[config.mk]
export PLATFORM = sky130hd
export DESIGN_NAME = sti_div
export DESIGN_NICKNAME = d
export VERILOG_FILES = /design/src/hdl/sti_div.sv
export SDC_FILE = /design/constraint.sdc
export NUM_CORES = 2
export LEC_CHECK = 0
export BUFFER_PORTS_ARGS = -buffer_cell sky130_fd_sc_hd__buf_4
export CORE_UTILIZATION = 43
export CTS_CLUSTER_DIAMETER = 60
export CTS_CLUSTER_SIZE = 8
export DETAILED_ROUTE_END_ITERATION = 12
export RECOVER_POWER = 25
export SYNTH_ARGS = -nofsm -noshare
export SYNTH_HDL_FRONTEND = slang
export SYNTH_SLANG_ARGS = --single-unit
[constraint.sdc]
create_clock -name clk -period 7.4 [get_ports clk]
set_input_delay 0 -clock clk [delete_from_list [all_inputs] [get_ports clk]]
set_output_delay 0 -clock clk [all_outputs]
set_load 0.005 [all_outputs]
[src/hdl/sti_div.sv]
// ----------------------------------------------------------------------------
// sti_div: pipelined unsigned restoring divider
// One quotient bit per register stage, most significant first. The caller
// guarantees that the quotient fits in QW bits.
// ----------------------------------------------------------------------------
`default_nettype none

module sti_div #(
  parameter int PW = 67,
  parameter int NW = 45,
  parameter int QW = 22
) (
  input  wire logic          clk,
  input  wire logic [PW-1:0] dividend,
  input  wire logic [NW-1:0] divisor,
  output logic      [QW-1:0] quot,
  output logic      [NW-1:0] rem
);

  logic [PW-1:0] rem_q [QW];
  logic [NW-1:0] den_q [QW];
  logic [QW-1:0] quo_q [QW];

  for (genvar j = 0; j < QW; j++) begin : g_stage
    logic [PW-1:0] rem_in;
    logic [NW-1:0] den_in;
    logic [QW-1:0] quo_in;
    logic [PW:0]   trial;

    if (j == 0) begin : g_first
      assign rem_in = dividend;
      assign den_in = divisor;
      assign quo_in = '0;
    end else begin : g_next
      assign rem_in = rem_q[j-1];
      assign den_in = den_q[j-1];
      assign quo_in = quo_q[j-1];
    end

    assign trial = {1'b0, rem_in} - ((PW+1)'(den_in) << (QW-1-j));

    always_ff @(posedge clk) begin
      den_q[j] <= den_in;
      if (!trial[PW]) begin
        rem_q[j] <= trial[PW-1:0];
        quo_q[j] <= quo_in | (QW'(1) << (QW-1-j));
      end else begin
        rem_q[j] <= rem_in;
        quo_q[j] <= quo_in;
      end
    end
  end

  assign quot = quo_q[QW-1];
  // The final remainder is below the divisor, so its upper bits are zero.
  assign rem  = rem_q[QW-1][NW-1:0];

endmodule

`default_nettype wire

* Word level (Yosys, flattened, before mapping)
Memories as Yosys holds them, arrays and structs flattened. Cells that the tools add are included.
Storage, ports and cells: flip-flop bits (word level) 0, bits in writable memories 2948, input bits 113, output and inout port bits 67, logic and storage cells 157, memories 3
Memories:
- rem_q | words 22, width 67, rd ports 22, clocked after memory_dff 0, write ports 22, line 20 | logic [PW-1:0] rem_q [QW];
- den_q | words 22, width 45, rd ports 21, clocked after memory_dff 0, write ports 22, line 21 | logic [NW-1:0] den_q [QW];
- quo_q | words 22, width 22, rd ports 22, clocked after memory_dff 0, write ports 22, line 22 | logic [QW-1:0] quo_q [QW];
Cells by class: add/sub/neg operators 22, mux-type cells 88, bitwise operators 44
Operators by type and width (number):
- 67-bit two-way mux | 22
- 22-bit two-way mux | 22
- 67-bit by 45-bit subtractor with 68-bit output | 1
- 67-bit by 46-bit subtractor with 68-bit output | 1
- 67-bit by 47-bit subtractor with 68-bit output | 1
- 67-bit by 48-bit subtractor with 68-bit output | 1
- 67-bit by 49-bit subtractor with 68-bit output | 1
- 67-bit by 50-bit subtractor with 68-bit output | 1
- 67-bit by 51-bit subtractor with 68-bit output | 1
- 67-bit by 52-bit subtractor with 68-bit output | 1
- 67-bit by 53-bit subtractor with 68-bit output | 1
- 67-bit by 54-bit subtractor with 68-bit output | 1
- 67-bit by 55-bit subtractor with 68-bit output | 1
- 67-bit by 56-bit subtractor with 68-bit output | 1
- 67-bit by 57-bit subtractor with 68-bit output | 1
- 67-bit by 58-bit subtractor with 68-bit output | 1
- 67-bit by 59-bit subtractor with 68-bit output | 1
- 67-bit by 60-bit subtractor with 68-bit output | 1
- 67-bit by 61-bit subtractor with 68-bit output | 1
- 67-bit by 62-bit subtractor with 68-bit output | 1
- 67-bit by 63-bit subtractor with 68-bit output | 1
- 67-bit by 64-bit subtractor with 68-bit output | 1
- 67-bit by 65-bit subtractor with 68-bit output | 1
- 67-bit by 66-bit subtractor with 68-bit output | 1
- 2 further kinds | 88

* Longest topological paths before layout
An unclocked memory read counts as a cell.
depth after elaboration 4, gate-level depth with buffers 18, mapped depth without buffers 18

* Worst setup path before layout
Ideal clock, no wire load.
kind reg2reg, start point memory rem_q[9][11] (netlist: rem_q[1][78]), end point memory rem_q[10][60] (netlist: rem_q[1][194]), library setup time 72 ps, arrival time 3480 ps, slack 3849 ps, stages on the path, launching flop included 16, clock period less this slack 3551 ps, cell sequence dfxtp_1 > inv_1 > ha_1 > fa_1 > nor2b_1 > o31a_1 > o211a_1 > o21ai_2 > o31ai_4 > a21boi_2 > a21oi_2 > a41oi_1 > o31a_1 > or4b_1 > nor2_1 > xor2_1
RTL lines (line):
- start, declared | 20

==> impl_metrics.toml <==
[run_status]
status = "complete, no violations"

[timing]
fmax_mhz = 185
fin_skew_ns = 0.0668
whs_ns = 0.154
fin_tns_setup_ns = 0
min_period_ns = 5.41
maxSlewHeadroom_pct = 16.8
final_hold_viol_count = 0
fin_crit_sh_pct = 73.2
setup_violations = 0
rsz0062_at_grt = "no"
worst_slew_pin_slew_ns = 1.22
drv_slew = 0

[power]
intPower_mw = 40.9
p_seq_share_pct = 32.2
p_leak_nw = 63.8
share_comb_of_total_power_pct = 44.9
switchingPower_mw = 24.8
clkPwrFrac_pct = 22.9
switching_share_pct = 37.8
peakVddDrop_mv = 0.200
p_per_area_mw_per_mm2 = 467

[critical_path]
crit_type = "in -> reg"
r2r_slack_ns = 2.30
worstPathArrival_ns = 6.19
r2r_end = "rem_q[0][92]$_DFF_P_"
worst_setup_path_start_kind = "input port"
cp_data_required_time_ns = 8.18
slowest_stage = "o31ai_1"
crit_chain = "dlygate4sd3_1, clkbuf_4, dlygate4sd3_1, ha_1, fa_1, nand2b_1, a21o_1, a31oi_1, a31o_2, a21oi_1, o211ai_1, nor3_1, o31ai_1, a41oi_1, and2_2, nand2_1, dlygate4sd3_1, o21ai_0, dlygate4sd3_1"
cpMostUsedCell = "dlygate4sd3_1"
cpPeakStageDelay_ns = 0.66
worst-path-max-fanout = 26
rr_startpoint = "den_q[0][4]$_DFF_P_"
crit_path_end_kind = "flop"
r2r_cells = 14

[yosys]
synth_edf_count = 0
synth_ff_type = "dfxtp_1"
yosysWarnings = 0
synth-async-reset-ratio_pct = 0
syn_area_mm2 = 0.123
netlist_instances = 13900
ys_types = 116
synth.net_count = 15000
postSynthAreaPerCell_um2 = 8.87
ys_seq_area_share_pct = 43.1
ys_seq_elements = 2650

[cells_and_area]
final_cells = 18200
drive_gt1_share_pct = 5.83
fin_nets = 15500
fin_util_pct = 49.4
syn_to_final_growth_pct = 14.4

[grt]
grt-ovfl-total = 0
antenna_found_initial = 3
grt_pass1_wl_mm = 439
grt_pass1_vias = 93400
track_usage_pct = 18.0
grt_max_degree = 90

[clock_network]
post_cts_resized = 0
clockRootBuffer = "clkbuf_16"
htree_levels = 5
clk_latency_ns = 0.94
clock_path_buffers = 4
path_clk_slew_ns = 0.05
ctsHoldBuffers = 274
cts_sinks = 2650
cts_tree = "yes"
cts-buffers-inserted = 376
postCtsSetupRepairBufs = 0

[routing]
wire_per_inst_um = 14.7
drt_pass1_iterations = 5
ant_nets = 0
drt_iter0_markers = 3299
drc = 0
routed_via_density = 5.14
vias = 93500
wl_mm = 267

[worst_hold_path]
min_to = "rem_q[0][28]$_DFF_P_"
hp-class = "in -> reg"
min_path_cells = 5
holdCritStartpoint = "dividend[28]"

[die]
initial_core_util_pct = 43.2
fp.dieW_um = 537
die_h_um = 537
dieArea_mm2 = 0.288
coreArea_mm2 = 0.285
ios = 180
core.rowCount = 196

[place]
gp_congestion = 0.914
hpwl_mm = 202
placed_cells = 17500
place.port_buffers = 179

[job]
cap_violations = 0
-- routing by layer --
layer  vias up  routed length, µm  GRT usage [%]
li1      48800                  -              -
met1     42000             108000           18.7
met2      1845             136000           34.8
met3       796               9220           2.65
met4         0              13800           9.45
met5         -                  0              0
-- cell usage in the layout (no fill, tap or decap), types with 26 or more instances in the layout --
cell type      instances
o21a_1               139
a41oi_1               28
buf_4                155
and2_1                52
a31oi_1              116
ha_1                 990
a211oi_1              78
nand2b_1             161
and3_1                91
or3_1                 82
clkbuf_4              52
nand4_1              147
a2111oi_0             26
nor4_1                84
nor2_1               966
dlygate4sd3_1        274
clkbuf_16            378
inv_1               1227
nand2_1             1171
dfxtp_1             2650
a21boi_0              31
o21bai_1             132
mux2_2                53
o31ai_1               94
nand3_1              209
xor2_1               535
o211ai_1              52
a211o_1               29
o21ai_0             1006
nor3_1               201
o31a_1                28
a21oi_1             1306
or2_2                 31
a21o_1               596
or4_1                 27
nor2b_1              137
xnor2_1              538
-- cell families (layout without fill, tap and decap cells) --
logic type | Yosys count | count (layout) | share of synthesized area [%]
AND/OR/NAND/NOR | 3492 | 3492 | 13.3
AO/OA/AOI/OAI | 3938 | 3938 | 19.7
adder cells (fa/ha/maj) | 1012 | 1012 | 10.4
flip-flops | 2650 | 2650 | 43.1
multiplexers | 76 | 76 | 0.707
other | 0 | 24 | 0
buffers and inverters | 1645 | 2159 | 5.14
XOR/XNOR | 1073 | 1073 | 7.63
-- state kept, by name (all words and copies together), names as in the netlist --
signal  cells
rem_q    1452
den_q     945
quo_q     253
-- layout make-up --
type                            count  area (µm²)
Fill cell                       27000      144000
Multi-Input combinational cell   9591       63800
Sequential cell                  2650       53100
Clock buffer                      396        9600
Tap cell                         3762        4710
Inverter                         1238        4650
Timing Repair Buffer              492        4440
Clock inverter                     33         538
Antenna cell                       24        60.1
-- stage by stage --
step	instance area, µm²	total power, mW	setup WS [ns]
after detailed placement	128000	50.6	2.32
after global routing	141000	71.0	1.64
after CTS	141000	66.2	2.04
after floorplan	123000	44.0	3.85
after global placement	128000	50.5	2.35
final	141000	65.8	1.99
-- critical path: cells and delay by family --
family / cells / cell delay (ns)
AO/OA/AOI/OAI: 8 / 2.44
adder cells (fa/ha/maj): 2 / 0.61
buffers and inverters: 5 / 2.35
AND/OR/NAND/NOR: 4 / 0.80
-- how the worst max path moves through the flow --
stage / startpoint / end / slack [ns] / depth (start not counted)
after global placement: den_q[0][1]$_DFF_P_ / rem_q[0][89]$_DFF_P_ / 2.35 / 15
final: divisor[0] / rem_q[0][54]$_DFF_P_ / 1.99 / 19
after CTS: divisor[0] / rem_q[0][66]$_DFF_P_ / 2.04 / 19
after detailed placement: den_q[0][1]$_DFF_P_ / rem_q[0][92]$_DFF_P_ / 2.32 / 15
after floorplan: rem_q[1][78]$_DFF_P_ / rem_q[1][194]$_DFF_P_ / 3.85 / 15
after global routing: divisor[0] / rem_q[0][66]$_DFF_P_ / 1.64 / 19
-- synth_stat cells (139+ instances only) --
library cell  number  area share (%)
xor2_1           535             3.8
xnor2_1          538             3.8
nand3_1          209            0.85
dfxtp_1         2650              43
o21ai_0         1006             4.1
nand4_1          147            0.75
nor2_1           967             2.9
a21oi_1         1306             5.3
inv_1           1228             3.7
ha_1             990              10
a21o_1           596             3.6
nand2b_1         161            0.82
nor3_1           201            0.82
nand2_1         1171             3.6
o21a_1           139            0.85
clkbuf_1         307            0.94
-- power by group through the flow --
stage               clock network (mW)  logic, mW  registers (mW)
floorplan                            0       23.4            20.6
global placement                     0       29.0            21.5
detailed placement                   0       29.2            21.4
CTS                               15.6       29.5            21.2
global route                      16.2       33.2            21.6
finish                            15.0       29.5            21.2
Note: power is estimated with default switching activity, not from simulation.
